==> src/design/pcc_pkg.sv <==
// shared constants, types and helper functions for the packed channel concatenator
// no dependencies; every other design file but pcc_ram refers to this package by scoped names
`timescale 1ns / 1ps

package pcc_pkg;

  localparam int LANES   = 8;
  localparam int MAX_CH  = 64;
  localparam int LANE_W  = 8;
  localparam int DATA_W  = LANES * LANE_W;

  // widths fixed by the register map and the counters
  localparam int CFG_CH_W  = 7;
  localparam int DIM_W     = 11;
  localparam int CNT_W     = 10;
  localparam int WC_W      = 4;
  localparam int MAX_DIM   = 1024;
  localparam int CFG_IDX_W = 2;
  localparam int CFG_W     = DIM_W;

  // derived sizes
  localparam int CH_W   = $clog2(MAX_CH + 1);
  localparam int DST_W  = CH_W + 1;
  localparam int ROWS   = (MAX_CH + LANES - 1) / LANES;
  localparam int ROW_W  = (ROWS > 1) ? $clog2(ROWS) : 1;
  localparam int LIDX_W = (LANES > 1) ? $clog2(LANES) : 1;
  localparam int BANK_DEPTH = 2 * ROWS;

  typedef enum logic [CFG_IDX_W-1:0] {
    REG_CH_FIRST  = 2'd0,
    REG_CH_SECOND = 2'd1,
    REG_HEIGHT    = 2'd2,
    REG_WIDTH     = 2'd3
  } cfg_reg_t;

  typedef struct packed {
    logic [CFG_CH_W-1:0] ch_first;
    logic [CFG_CH_W-1:0] ch_second;
    logic [DIM_W-1:0]    height;
    logic [DIM_W-1:0]    width;
  } cfg_t;

  // write request into the lane banks for one accepted word
  typedef struct packed {
    logic            valid;
    logic            sel;
    logic [CH_W-1:0] base;
    logic [WC_W-1:0] word_idx;
    logic [CH_W-1:0] limit;
  } lane_wr_t;

  // row read from the lane banks
  typedef struct packed {
    logic             en;
    logic             sel;
    logic [ROW_W-1:0] row;
  } lane_rd_t;

  // completed pixel waiting for read-out
  typedef struct packed {
    logic            ready;
    logic            sel;
    logic [CH_W-1:0] total;
    logic            frame_end;
  } pix_stat_t;

  function automatic logic [CH_W-1:0] eff_channels(input logic [CFG_CH_W-1:0] v);
    logic [CH_W-1:0] r;
    if (v == '0) begin
      r = CH_W'(1);
    end else if (CH_W'(v) > CH_W'(MAX_CH)) begin
      r = CH_W'(MAX_CH);
    end else begin
      r = CH_W'(v);
    end
    return r;
  endfunction

  function automatic logic [DIM_W-1:0] eff_dim(input logic [DIM_W-1:0] v);
    logic [DIM_W-1:0] r;
    if (v == '0) begin
      r = DIM_W'(1);
    end else if (v > DIM_W'(MAX_DIM)) begin
      r = DIM_W'(MAX_DIM);
    end else begin
      r = v;
    end
    return r;
  endfunction

  function automatic logic [WC_W-1:0] words_for(input logic [CH_W-1:0] ch);
    logic [DST_W-1:0] s;
    s = DST_W'(ch) + DST_W'(LANES - 1);
    return WC_W'(s / LANES);
  endfunction

endpackage

==> src/design/pcc_if.sv <==
// request channels of the packed channel concatenator: packed input words and repacked output
// depends on pcc_pkg for the data width
`timescale 1ns / 1ps

interface pcc_in_if;
  logic                      valid;
  logic                      ready;
  logic [pcc_pkg::DATA_W-1:0] pack_data;

  modport source (output valid, output pack_data, input ready);
  modport sink   (input valid, input pack_data, output ready);
endinterface

interface pcc_out_if;
  logic                      valid;
  logic                      ready;
  logic [pcc_pkg::DATA_W-1:0] out_data;
  logic                      pixel_last;
  logic                      frame_last;

  modport source (output valid, output out_data, output pixel_last, output frame_last,
                  input ready);
  modport sink   (input valid, input out_data, input pixel_last, input frame_last,
                  output ready);
endinterface

==> src/design/packed_channel_concatenator.sv <==
// Takes one packed input word per cycle. Each pixel arrives as ceil(channels_first/8)
// words of the first stream followed by ceil(channels_second/8) words of the second; the
// valid lanes are steered into eight lane banks that hold two pixels, so the next pixel fills
// one half while the other half is read out. After its last word, a pixel's repacked words
// (ceil(min(first+second, 64)/8) of them) pass the full flag, bank read and output registers,
// one per cycle while the sink takes them. Input stalls only when a second pixel completes
// before the previous one is fully read out of the banks; since a pixel never yields more
// output words than it took input words, with a free-running sink the input is never held.
// Depends on pcc_pkg, pcc_if, pcc_ctrl, pcc_lane, pcc_ram and pcc_merge.
`timescale 1ns / 1ps

module packed_channel_concatenator (
  input  logic                          clk,
  input  logic                          rst,
  input  logic                          cfg_we,
  input  logic [pcc_pkg::CFG_IDX_W-1:0] cfg_index,
  input  logic [pcc_pkg::CFG_W-1:0]     cfg_data,
  pcc_in_if.sink                        data_in,
  pcc_out_if.source                     data_out
);

  pcc_pkg::cfg_t              cfg;
  pcc_pkg::lane_wr_t          wr;
  pcc_pkg::lane_rd_t          rd;
  pcc_pkg::pix_stat_t         stat;
  logic [pcc_pkg::DATA_W-1:0] wr_data;
  logic [pcc_pkg::DATA_W-1:0] bank_data;
  logic                       buf_done;

  always_ff @(posedge clk) begin
    if (rst) begin
      cfg.ch_first  <= pcc_pkg::CFG_CH_W'(1);
      cfg.ch_second <= pcc_pkg::CFG_CH_W'(1);
      cfg.height    <= pcc_pkg::DIM_W'(1);
      cfg.width     <= pcc_pkg::DIM_W'(1);
    end else if (cfg_we) begin
      unique case (pcc_pkg::cfg_reg_t'(cfg_index))
        pcc_pkg::REG_CH_FIRST:  cfg.ch_first  <= cfg_data[pcc_pkg::CFG_CH_W-1:0];
        pcc_pkg::REG_CH_SECOND: cfg.ch_second <= cfg_data[pcc_pkg::CFG_CH_W-1:0];
        pcc_pkg::REG_HEIGHT:    cfg.height    <= cfg_data[pcc_pkg::DIM_W-1:0];
        pcc_pkg::REG_WIDTH:     cfg.width     <= cfg_data[pcc_pkg::DIM_W-1:0];
        default: ;
      endcase
    end
  end

  pcc_ctrl u_ctrl (
    .clk      (clk),
    .rst      (rst),
    .cfg      (cfg),
    .data_in  (data_in),
    .wr       (wr),
    .wr_data  (wr_data),
    .stat     (stat),
    .buf_done (buf_done)
  );

  for (genvar g = 0; g < pcc_pkg::LANES; g++) begin : g_lane
    pcc_lane u_lane (
      .clk      (clk),
      .lane_idx (pcc_pkg::LIDX_W'(g)),
      .wr       (wr),
      .wr_data  (wr_data),
      .rd       (rd),
      .rdata    (bank_data[g*pcc_pkg::LANE_W +: pcc_pkg::LANE_W])
    );
  end

  pcc_merge u_merge (
    .clk       (clk),
    .rst       (rst),
    .stat      (stat),
    .bank_data (bank_data),
    .rd        (rd),
    .buf_done  (buf_done),
    .data_out  (data_out)
  );

endmodule

==> src/design/pcc_ram.sv <==
// generic single-write, single-read RAM with registered read data
// no dependencies
`timescale 1ns / 1ps

module pcc_ram #(
  parameter int WIDTH = 8,
  parameter int DEPTH = 16
) (
  input  logic                     clk,
  input  logic                     we,
  input  logic [$clog2(DEPTH)-1:0] waddr,
  input  logic [WIDTH-1:0]         wdata,
  input  logic                     re,
  input  logic [$clog2(DEPTH)-1:0] raddr,
  output logic [WIDTH-1:0]         rdata
);

  logic [WIDTH-1:0] mem [DEPTH];

  always_ff @(posedge clk) begin
    if (we) begin
      mem[waddr] <= wdata;
    end
    if (re) begin
      rdata <= mem[raddr];
    end
  end

endmodule

==> src/design/pcc_lane.sv <==
// one lane bank: steers its byte of the input word into a two-pixel store, reads rows back
// depends on pcc_pkg and pcc_ram
`timescale 1ns / 1ps

module pcc_lane (
  input  logic                               clk,
  input  logic [pcc_pkg::LIDX_W-1:0]         lane_idx,
  input  pcc_pkg::lane_wr_t                  wr,
  input  logic [pcc_pkg::DATA_W-1:0]         wr_data,
  input  pcc_pkg::lane_rd_t                  rd,
  output logic [pcc_pkg::LANE_W-1:0]         rdata
);

  logic [pcc_pkg::LIDX_W-1:0] rot;
  logic [pcc_pkg::DST_W-1:0]  ch;
  logic [pcc_pkg::DST_W-1:0]  dst;
  logic [pcc_pkg::ROW_W-1:0]  row;
  logic                       we;
  logic [pcc_pkg::LANE_W-1:0] lane_byte;

  // channel dst lands in bank dst % LANES, so this bank takes input lane (idx - base) mod LANES
  always_comb begin
    rot = pcc_pkg::LIDX_W'((pcc_pkg::DST_W'(lane_idx) + pcc_pkg::DST_W'(pcc_pkg::LANES)
          - pcc_pkg::DST_W'(wr.base) % pcc_pkg::LANES) % pcc_pkg::LANES);
    ch  = pcc_pkg::DST_W'(wr.word_idx) * pcc_pkg::DST_W'(pcc_pkg::LANES)
          + pcc_pkg::DST_W'(rot);
    dst = ch + pcc_pkg::DST_W'(wr.base);
    row = pcc_pkg::ROW_W'(dst / pcc_pkg::LANES);
    we  = wr.valid && (ch < pcc_pkg::DST_W'(wr.limit))
          && (dst < pcc_pkg::DST_W'(pcc_pkg::MAX_CH));
    lane_byte = wr_data[rot*pcc_pkg::LANE_W +: pcc_pkg::LANE_W];
  end

  pcc_ram #(
    .WIDTH (pcc_pkg::LANE_W),
    .DEPTH (pcc_pkg::BANK_DEPTH)
  ) u_bank (
    .clk   (clk),
    .we    (we),
    .waddr ({wr.sel, row}),
    .wdata (lane_byte),
    .re    (rd.en),
    .raddr ({rd.sel, rd.row}),
    .rdata (rdata)
  );

endmodule

==> src/design/pcc_ctrl.sv <==
// input sequencer: word, stream, column and row counters, and the two pixel buffer flags
// depends on pcc_pkg and pcc_if
`timescale 1ns / 1ps

module pcc_ctrl (
  input  logic                       clk,
  input  logic                       rst,
  input  pcc_pkg::cfg_t              cfg,
  pcc_in_if.sink                     data_in,
  output pcc_pkg::lane_wr_t          wr,
  output logic [pcc_pkg::DATA_W-1:0] wr_data,
  output pcc_pkg::pix_stat_t         stat,
  input  logic                       buf_done
);

  logic [pcc_pkg::WC_W-1:0]  word_count;
  logic                      second_phase;
  logic [pcc_pkg::CNT_W-1:0] column_count;
  logic [pcc_pkg::CNT_W-1:0] row_count;
  logic                      wr_sel;
  logic                      rd_sel;
  logic [1:0]                full;
  logic [pcc_pkg::CH_W-1:0]  total_buf [2];
  logic [1:0]                frame_end_buf;

  logic [pcc_pkg::CH_W-1:0]  ca, cb, limit, base, total;
  logic [pcc_pkg::DST_W-1:0] sum;
  logic [pcc_pkg::WC_W-1:0]  wc_inc;
  logic                      more;
  logic                      accept;
  logic                      pix_done;
  logic [pcc_pkg::DIM_W-1:0] col_inc, row_inc;
  logic                      col_wrap, row_wrap;
  logic [1:0]                full_next;

  always_comb begin
    ca     = pcc_pkg::eff_channels(cfg.ch_first);
    cb     = pcc_pkg::eff_channels(cfg.ch_second);
    limit  = second_phase ? cb : ca;
    base   = second_phase ? ca : '0;
    sum    = pcc_pkg::DST_W'(ca) + pcc_pkg::DST_W'(cb);
    total  = (sum > pcc_pkg::DST_W'(pcc_pkg::MAX_CH)) ? pcc_pkg::CH_W'(pcc_pkg::MAX_CH)
                                                     : pcc_pkg::CH_W'(sum);
    wc_inc = word_count + pcc_pkg::WC_W'(1);
    more   = (wc_inc != '0) && (wc_inc < pcc_pkg::words_for(limit));
    accept = data_in.valid && data_in.ready;
    pix_done = accept && !more && second_phase;
    col_inc  = pcc_pkg::DIM_W'(column_count) + pcc_pkg::DIM_W'(1);
    row_inc  = pcc_pkg::DIM_W'(row_count) + pcc_pkg::DIM_W'(1);
    col_wrap = col_inc >= pcc_pkg::eff_dim(cfg.width);
    row_wrap = row_inc >= pcc_pkg::eff_dim(cfg.height);
    // a pixel finishing and a buffer being released always touch different halves
    full_next = full;
    if (pix_done) begin
      full_next[wr_sel] = 1'b1;
    end
    if (buf_done) begin
      full_next[rd_sel] = 1'b0;
    end
  end

  assign data_in.ready = !full[wr_sel];

  assign wr.valid    = accept;
  assign wr.sel      = wr_sel;
  assign wr.base     = base;
  assign wr.word_idx = word_count;
  assign wr.limit    = limit;
  assign wr_data     = data_in.pack_data;

  assign stat.ready     = full[rd_sel];
  assign stat.sel       = rd_sel;
  assign stat.total     = total_buf[rd_sel];
  assign stat.frame_end = frame_end_buf[rd_sel];

  always_ff @(posedge clk) begin
    if (rst) begin
      word_count   <= '0;
      second_phase <= 1'b0;
      column_count <= '0;
      row_count    <= '0;
      wr_sel       <= 1'b0;
      rd_sel       <= 1'b0;
      full         <= '0;
    end else begin
      full <= full_next;
      if (accept) begin
        if (more) begin
          word_count <= wc_inc;
        end else begin
          word_count   <= '0;
          second_phase <= !second_phase;
        end
      end
      if (pix_done) begin
        if (col_wrap) begin
          column_count <= '0;
          if (row_wrap) begin
            row_count <= '0;
          end else begin
            row_count <= pcc_pkg::CNT_W'(row_inc);
          end
        end else begin
          column_count <= pcc_pkg::CNT_W'(col_inc);
        end
        wr_sel <= !wr_sel;
      end
      // read side frees its buffer once the last row read is issued
      if (buf_done) begin
        rd_sel <= !rd_sel;
      end
    end
  end

  always_ff @(posedge clk) begin
    if (pix_done) begin
      total_buf[wr_sel]     <= total;
      frame_end_buf[wr_sel] <= col_wrap && row_wrap;
    end
  end

  a_done_from_full: assert property (@(posedge clk) disable iff (rst)
    buf_done |-> full[rd_sel])
    else $error("buffer released while not holding a pixel");

  a_both_full: assert property (@(posedge clk) disable iff (rst)
    (full[0] && full[1]) |-> (wr_sel == rd_sel))
    else $error("buffer pointers disagree with both buffers full");

  a_both_empty: assert property (@(posedge clk) disable iff (rst)
    (!full[0] && !full[1]) |-> (wr_sel == rd_sel))
    else $error("buffer pointers disagree with both buffers empty");

endmodule

==> src/design/pcc_merge.sv <==
// read-out and merge stage: walks the rows of a finished pixel, masks unused lanes,
// adds pixel and frame marks; depends on pcc_pkg and pcc_if
`timescale 1ns / 1ps

module pcc_merge (
  input  logic                       clk,
  input  logic                       rst,
  input  pcc_pkg::pix_stat_t         stat,
  input  logic [pcc_pkg::DATA_W-1:0] bank_data,
  output pcc_pkg::lane_rd_t          rd,
  output logic                       buf_done,
  pcc_out_if.source                  data_out
);

  logic [pcc_pkg::ROW_W-1:0]  row_cnt;
  logic                       s1_valid;
  logic [pcc_pkg::ROW_W-1:0]  s1_row;
  logic [pcc_pkg::CH_W-1:0]   s1_total;
  logic                       s1_fe;
  logic                       s1_last;
  logic                       out_valid;
  logic [pcc_pkg::DATA_W-1:0] out_data;
  logic                       out_pl;
  logic                       out_fl;

  logic                       out_take, s1_move, s1_free, issue, last;
  logic [pcc_pkg::DATA_W-1:0] masked;
  logic [pcc_pkg::DST_W-1:0]  ch;

  always_comb begin
    out_take = !out_valid || data_out.ready;
    s1_move  = s1_valid && out_take;
    s1_free  = !s1_valid || out_take;
    issue    = stat.ready && s1_free;
    last     = (pcc_pkg::WC_W'(row_cnt) + pcc_pkg::WC_W'(1)) == pcc_pkg::words_for(stat.total);
    for (int l = 0; l < pcc_pkg::LANES; l++) begin
      ch = pcc_pkg::DST_W'(s1_row) * pcc_pkg::DST_W'(pcc_pkg::LANES) + pcc_pkg::DST_W'(l);
      masked[l*pcc_pkg::LANE_W +: pcc_pkg::LANE_W] =
        (ch < pcc_pkg::DST_W'(s1_total)) ? bank_data[l*pcc_pkg::LANE_W +: pcc_pkg::LANE_W]
                                         : '0;
    end
  end

  assign rd.en    = issue;
  assign rd.sel   = stat.sel;
  assign rd.row   = row_cnt;
  assign buf_done = issue && last;

  assign data_out.valid      = out_valid;
  assign data_out.out_data   = out_data;
  assign data_out.pixel_last = out_pl;
  assign data_out.frame_last = out_fl;

  always_ff @(posedge clk) begin
    if (rst) begin
      row_cnt   <= '0;
      s1_valid  <= 1'b0;
      out_valid <= 1'b0;
    end else begin
      if (issue) begin
        row_cnt <= last ? '0 : row_cnt + pcc_pkg::ROW_W'(1);
      end
      if (issue) begin
        s1_valid <= 1'b1;
      end else if (s1_move) begin
        s1_valid <= 1'b0;
      end
      if (s1_move) begin
        out_valid <= 1'b1;
      end else if (data_out.ready) begin
        out_valid <= 1'b0;
      end
    end
  end

  // payload side, no reset
  always_ff @(posedge clk) begin
    if (issue) begin
      s1_row   <= row_cnt;
      s1_total <= stat.total;
      s1_fe    <= stat.frame_end;
      s1_last  <= last;
    end
    if (s1_move) begin
      out_data <= masked;
      out_pl   <= s1_last;
      out_fl   <= s1_last && s1_fe;
    end
  end

  a_read_when_ready: assert property (@(posedge clk) disable iff (rst)
    rd.en |-> stat.ready)
    else $error("row read issued with no finished pixel");

  a_frame_mark: assert property (@(posedge clk) disable iff (rst)
    (data_out.valid && data_out.frame_last) |-> data_out.pixel_last)
    else $error("frame mark without pixel mark");

  a_out_hold: assert property (@(posedge clk) disable iff (rst)
    (data_out.valid && !data_out.ready) |=> (data_out.valid && $stable(data_out.out_data)
      && $stable(data_out.pixel_last) && $stable(data_out.frame_last)))
    else $error("output request changed while stalled");

endmodule
==> src/flat_wrapper.sv <==
// flat-port wrapper written by rule: the top's interface ports become plain ports
module packed_channel_concatenator_flat 
  (clk, rst, cfg_we, cfg_index, cfg_data, data_in_valid, data_in_pack_data, data_in_ready, data_out_valid, data_out_out_data, data_out_pixel_last, data_out_frame_last, data_out_ready);
  pcc_in_if data_in_i ();
  pcc_out_if data_out_i ();
  input  logic clk;
  input  logic rst;
  input  logic cfg_we;
  input  logic [pcc_pkg::CFG_IDX_W-1:0] cfg_index;
  input  logic [pcc_pkg::CFG_W-1:0] cfg_data;
  input wire logic [$bits(data_in_i.valid)-1:0] data_in_valid;
  input wire logic [$bits(data_in_i.pack_data)-1:0] data_in_pack_data;
  output wire logic [$bits(data_in_i.ready)-1:0] data_in_ready;
  output wire logic [$bits(data_out_i.valid)-1:0] data_out_valid;
  output wire logic [$bits(data_out_i.out_data)-1:0] data_out_out_data;
  output wire logic [$bits(data_out_i.pixel_last)-1:0] data_out_pixel_last;
  output wire logic [$bits(data_out_i.frame_last)-1:0] data_out_frame_last;
  input wire logic [$bits(data_out_i.ready)-1:0] data_out_ready;
  assign data_in_i.valid = data_in_valid;
  assign data_in_i.pack_data = data_in_pack_data;
  assign data_in_ready = data_in_i.ready;
  assign data_out_valid = data_out_i.valid;
  assign data_out_out_data = data_out_i.out_data;
  assign data_out_pixel_last = data_out_i.pixel_last;
  assign data_out_frame_last = data_out_i.frame_last;
  assign data_out_i.ready = data_out_ready;
  packed_channel_concatenator u_core (.clk(clk), .rst(rst), .cfg_we(cfg_we), .cfg_index(cfg_index), .cfg_data(cfg_data), .data_in(data_in_i), .data_out(data_out_i));
endmodule
==> config.mk <==
export PLATFORM = sky130hd
export DESIGN_NAME = packed_channel_concatenator_flat
export DESIGN_NICKNAME = d
export VERILOG_FILES = /design/src/design/pcc_pkg.sv /design/src/design/pcc_if.sv /design/src/design/packed_channel_concatenator.sv /design/src/design/pcc_ram.sv /design/src/design/pcc_lane.sv /design/src/design/pcc_ctrl.sv /design/src/design/pcc_merge.sv /design/src/flat_wrapper.sv
export SDC_FILE = /design/constraint.sdc
export NUM_CORES = 2
export LEC_CHECK = 0
export ABC_CLOCK_PERIOD_IN_PS = 6500
export BUFFER_PORTS_ARGS = -buffer_cell sky130_fd_sc_hd__buf_2
export CAP_MARGIN = 10
export CORE_MARGIN = 8
export CORE_UTILIZATION = 47
export CTS_BUF_LIST = sky130_fd_sc_hd__clkbuf_4 sky130_fd_sc_hd__clkbuf_8
export DETAILED_ROUTE_END_ITERATION = 6
export GPL_ROUTABILITY_DRIVEN = 0
export PLACE_DENSITY = 0.61
export SLEW_MARGIN = 20
export SYNTH_ARGS = -nofsm -noshare
export SYNTH_HDL_FRONTEND = slang
export SYNTH_SLANG_ARGS = --single-unit
==> constraint.sdc <==
create_clock -name clk -period 6.5 [get_ports clk]
set_clock_uncertainty 0.15 [all_clocks]
set_input_delay 1.3 -clock clk [delete_from_list [all_inputs] [get_ports clk]]
set_output_delay 1.3 -clock clk [all_outputs]
set_load 0.02 [all_outputs]
==> run summary <==
Status - completed
Class of the most critical setup path - reg -> reg
Main combinational cell family by area after synthesis - multiplexers
Synth Cell Area - 54,000 um^2
Filler cells - 9,413
Synth top area share - 65.7%
Worst path depth - 10
Crit Reg-Reg Startpoint - u_core.cfg[35]$_SDFFE_PP0P_
Initial antenna violation count - 31
Clock Root Buffer - clkbuf_8
Overflow after GRT - 0
I/O Pins - 150
Main synth FF type - edfxtp_1
Mux contribution to synthesized area - 13.2%
Count leader, synth - edfxtp_1
Clock Path Buffers - 3
Net Sw Power - 6810 uW
Final wirelength - 139,000 um
Warnings, synthesis - 0
Clock Sinks - 1,253
Mean Syn Cell Area - 15.3 um^2
Crit-path max cell delay - 0.92 ns
Tmin final - 5.62 ns
Sw frac - 31.1%
P per Cell Area - 360 nW/um^2
Initial detailed-routing violation count - 3,052
Post-detail-place hpwl - 93,300 um
Yosys reg bits - 1,253
Number of global-route vias before repair - 31,598
Critical hold path startpoint - u_core.cfg[7]$_SDFFE_PP0P_
Final hold vios - 0
HP Class - reg -> reg
CP max FO - 14
Buf/Inv on CP - 0
Delay-heaviest family, CP - simple AND/OR/NAND/NOR gates
Die Span Y - 355 um
Via-per-instance ratio - 5.80
Async set-reset flop share out of synthesis - 0%
Layout area overhead - 12.7%
Setup Fix Bufs, Post-CTS - 0
Wire per inst - 25.4 um
Comb power frac - 22.6%
Worst hold stages - 2
NumNets Final - 3,930
Share of layout cells above drive strength 1 - 20.4%
Max cap viols - 0
Adder-cell share of the synthesized area - 1.65%
Synth unique cells - 88
TritonCTS buffer count - 198
Critical path cell sequence - nor2b_1, and2_1, ha_1, fa_1, a21oi_1, o22ai_1, or4_1, a2111oi_1, nand3_1, nor4_2
VDD IR-drop max - 203 uV
Die span in x - 355 um
Initial Util - 47.3%
Arrival time at the worst endpoint - 5.95 ns
Pre-CTS setup slack - 0.962 ns
Synth Area in Compound Gates - 6.62%
Reg power frac - 47.5%
Port bufs - 149
Cell taking the most area after synthesis - edfxtp_1
Sum Neg Setup Slack - 0 ns
Post-CTS Hold Buffers - 0
Top cells by count, synth - 1,182 x edfxtp_1, 377 x mux2i_1, 360 x nand2_1, 149 x nor2_1, 130 x clkbuf_1
Leakage - 0.0199 uW
Slew headroom - 22.1%
First-pass GRT wire length - 206,000 um
Clock share of power - 29.8%
RSZ-0062 raised after global routing - false
Final setup viols - 0
Post-synthesis sequential area ratio - 68.3%
Part of the cycle the worst path needs - 86.4%
Post-Synth Simple-Gate Area - 7.44%
Routed vias - 31,722
TritonCTS clock tree - built
Worst Tran Pin Value - 1.15 ns
Worst setup margin - 0.882 ns
Total GRT Usage - 21.6%
EDFF count, synth - 1,182
Reg2Reg Setup Slack - 0.88 ns
Row count - 124
Critical Path RT - 6.83 ns
Post-route cell area - 60,900 um^2
Drt first pass iters - 5
Synth area leaders - edfxtp_1 66%, mux2i_1 7.0%, mux4_2 5.3%
Synthesized instance count - 3,525
Post-Place Cell Area - 56,900 um^2
DRC Markers - 0
Insertion delay to the later sink of the worst-skew pair - 0.91 ns
Internal - 15,100 uW
Reg2reg path depth - 10
CP Launch Type - register
CP Launch Point - u_core.cfg[35]$_SDFFE_PP0P_
Xor/xnor cell area share of the yosys netlist - 1.07%
Slowest CP cell - nor4_2
Largest net degree at the start of global routing - 76
Core Footprint - 114,000 um^2
Die ar. - 126,000 um^2
Synthesized net count - 3,675
H-tree levels - 4
Post-CTS sizing - 0
Final Slew Violations - 0
Remaining antenna violation count - 0
Critical Path End Type - register
Fmax - 178 MHz
Clock transition at the registers of the reported paths - 0.07 ns
## worst min-delay path: cells and delay by family, from the launching register on
family,cells,cell delay [ns]
simple gates,1,0.05
compound gates,1,0.05
flops,1,0.32
## kinds of logic (layout without fill, tap and decap cells)
family | after synthesis | count (layout)
DFF | 1253 | 1253
and+or+nand+nor | 852 | 852
muxes | 544 | 544
AOI/OAI and AO/OA | 499 | 499
buffers and inverters | 241 | 664
adders and majority gates | 70 | 70
xor gates and xnor gates | 66 | 66
other | 0 | 13
## layout make-up
cell class,instances,area [um^2],area share (%)
flip-flops and latches,1253,36900,60.7
multi-input cells,2031,16400,26.9
clock buffers,258,3210,5.27
well taps,1512,1890,3.11
repair buffers,251,1590,2.61
clock inverters,110,701,1.15
inverters,45,171,0.282
diodes,13,32.5,0.0534
## placed cells by master, fill, tap and decap left out, types with 9 or more instances in the layout
| master | synthesis | layout |
|---|---|---|
| a21o_1 | 17 | 17 |
| a21oi_1 | 69 | 69 |
| a221oi_1 | 129 | 129 |
| a22oi_1 | 65 | 65 |
| a31oi_1 | 11 | 11 |
| and2_1 | 59 | 58 |
| and3_1 | 9 | 9 |
| buf_2 | 13 | 149 |
| buf_4 | 0 | 96 |
| clkbuf_4 | 0 | 55 |
| clkbuf_8 | 0 | 203 |
| clkinv_1 | 2 | 54 |
| clkinv_2 | 0 | 37 |
| dfxtp_1 | 71 | 66 |
| diode_2 | 0 | 13 |
| edfxtp_1 | 1182 | 1182 |
| ha_1 | 65 | 65 |
| inv_1 | 42 | 39 |
| mux2_2 | 36 | 36 |
| mux2i_1 | 377 | 366 |
| mux2i_2 | 1 | 11 |
| mux4_2 | 128 | 128 |
| nand2_1 | 360 | 359 |
| nand2b_1 | 15 | 15 |
| nand3_1 | 72 | 72 |
| nand4_1 | 16 | 16 |
| nor2_1 | 149 | 148 |
| nor2b_1 | 39 | 38 |
| nor3_1 | 51 | 47 |
| nor4_1 | 27 | 15 |
| nor4_2 | 2 | 14 |
| o211ai_1 | 9 | 9 |
| o21a_1 | 12 | 12 |
| o21ai_0 | 119 | 119 |
| xnor2_1 | 40 | 40 |
| xor2_1 | 26 | 26 |
## layer usage
layer | GRT usage [%] | wire length, um | up-vias
met4 | 6.47 | 3020 | 6
li1 | - | - | 14386
met1 | 30.7 | 61300 | 16015
met2 | 34.0 | 64800 | 1114
met5 | 0 | 41 | -
met3 | 4.17 | 9820 | 201
## power groups by stage
stage	Sequential, uW	Combinational [uW]	Clock [uW]
2_1_floorplan	10600	2860	0
3_3_place_gp	10600	4900	0
3_5_place_dp	10600	4930	0
4_1_cts	10400	4950	6690
5_1_grt	10400	5280	7020
6_report	10400	4960	6540
## final timing paths
check	endpoint
max	u_core.g_lane[2].u_lane.u_bank.mem[2][5]$_DFFE_PP_
min	u_core.cfg[7]$_SDFFE_PP0P_
max reg2reg	u_core.g_lane[2].u_lane.u_bank.mem[2][5]$_DFFE_PP_
min reg2reg	u_core.cfg[7]$_SDFFE_PP0P_
## registers in the layout, indices dropped and copies added, names as in the netlist, 2 cells and up, named ones only
name / cells
u_core.u_merge.s1_row: 3
u_core.u_merge.data_out.out_data: 64
u_core.u_ctrl.frame_end_buf: 2
u_core.u_ctrl.full: 2
u_core.u_ctrl.word_count: 4
u_core.u_ctrl.total_buf: 14
u_core.u_merge.s1_total: 7
u_core.u_ctrl.column_count: 10
u_core.g_lane.u_lane.u_bank.rdata: 64
u_core.u_merge.row_cnt: 3
u_core.cfg: 36
u_core.g_lane.u_lane.u_bank.mem: 1024
u_core.u_ctrl.row_count: 10
## through the flow
| step | instances | hold slack, ns | total power (uW) | utilization, % |
|---|---|---|---|---|
| 2_1_floorplan | 3525 | 0.268 | 13400 | - |
| 3_3_place_gp | 5092 | 0.311 | 15500 | 49.8 |
| 3_5_place_dp | 5092 | 0.316 | 15500 | 49.8 |
| 4_1_cts | 5460 | 0.324 | 22100 | 53.3 |
| 5_1_grt | 5467 | 0.345 | 22700 | 53.3 |
| 6_report | 5473 | 0.322 | 21900 | 53.3 |
No activity file was read; power rests on OpenSTA's default activity.
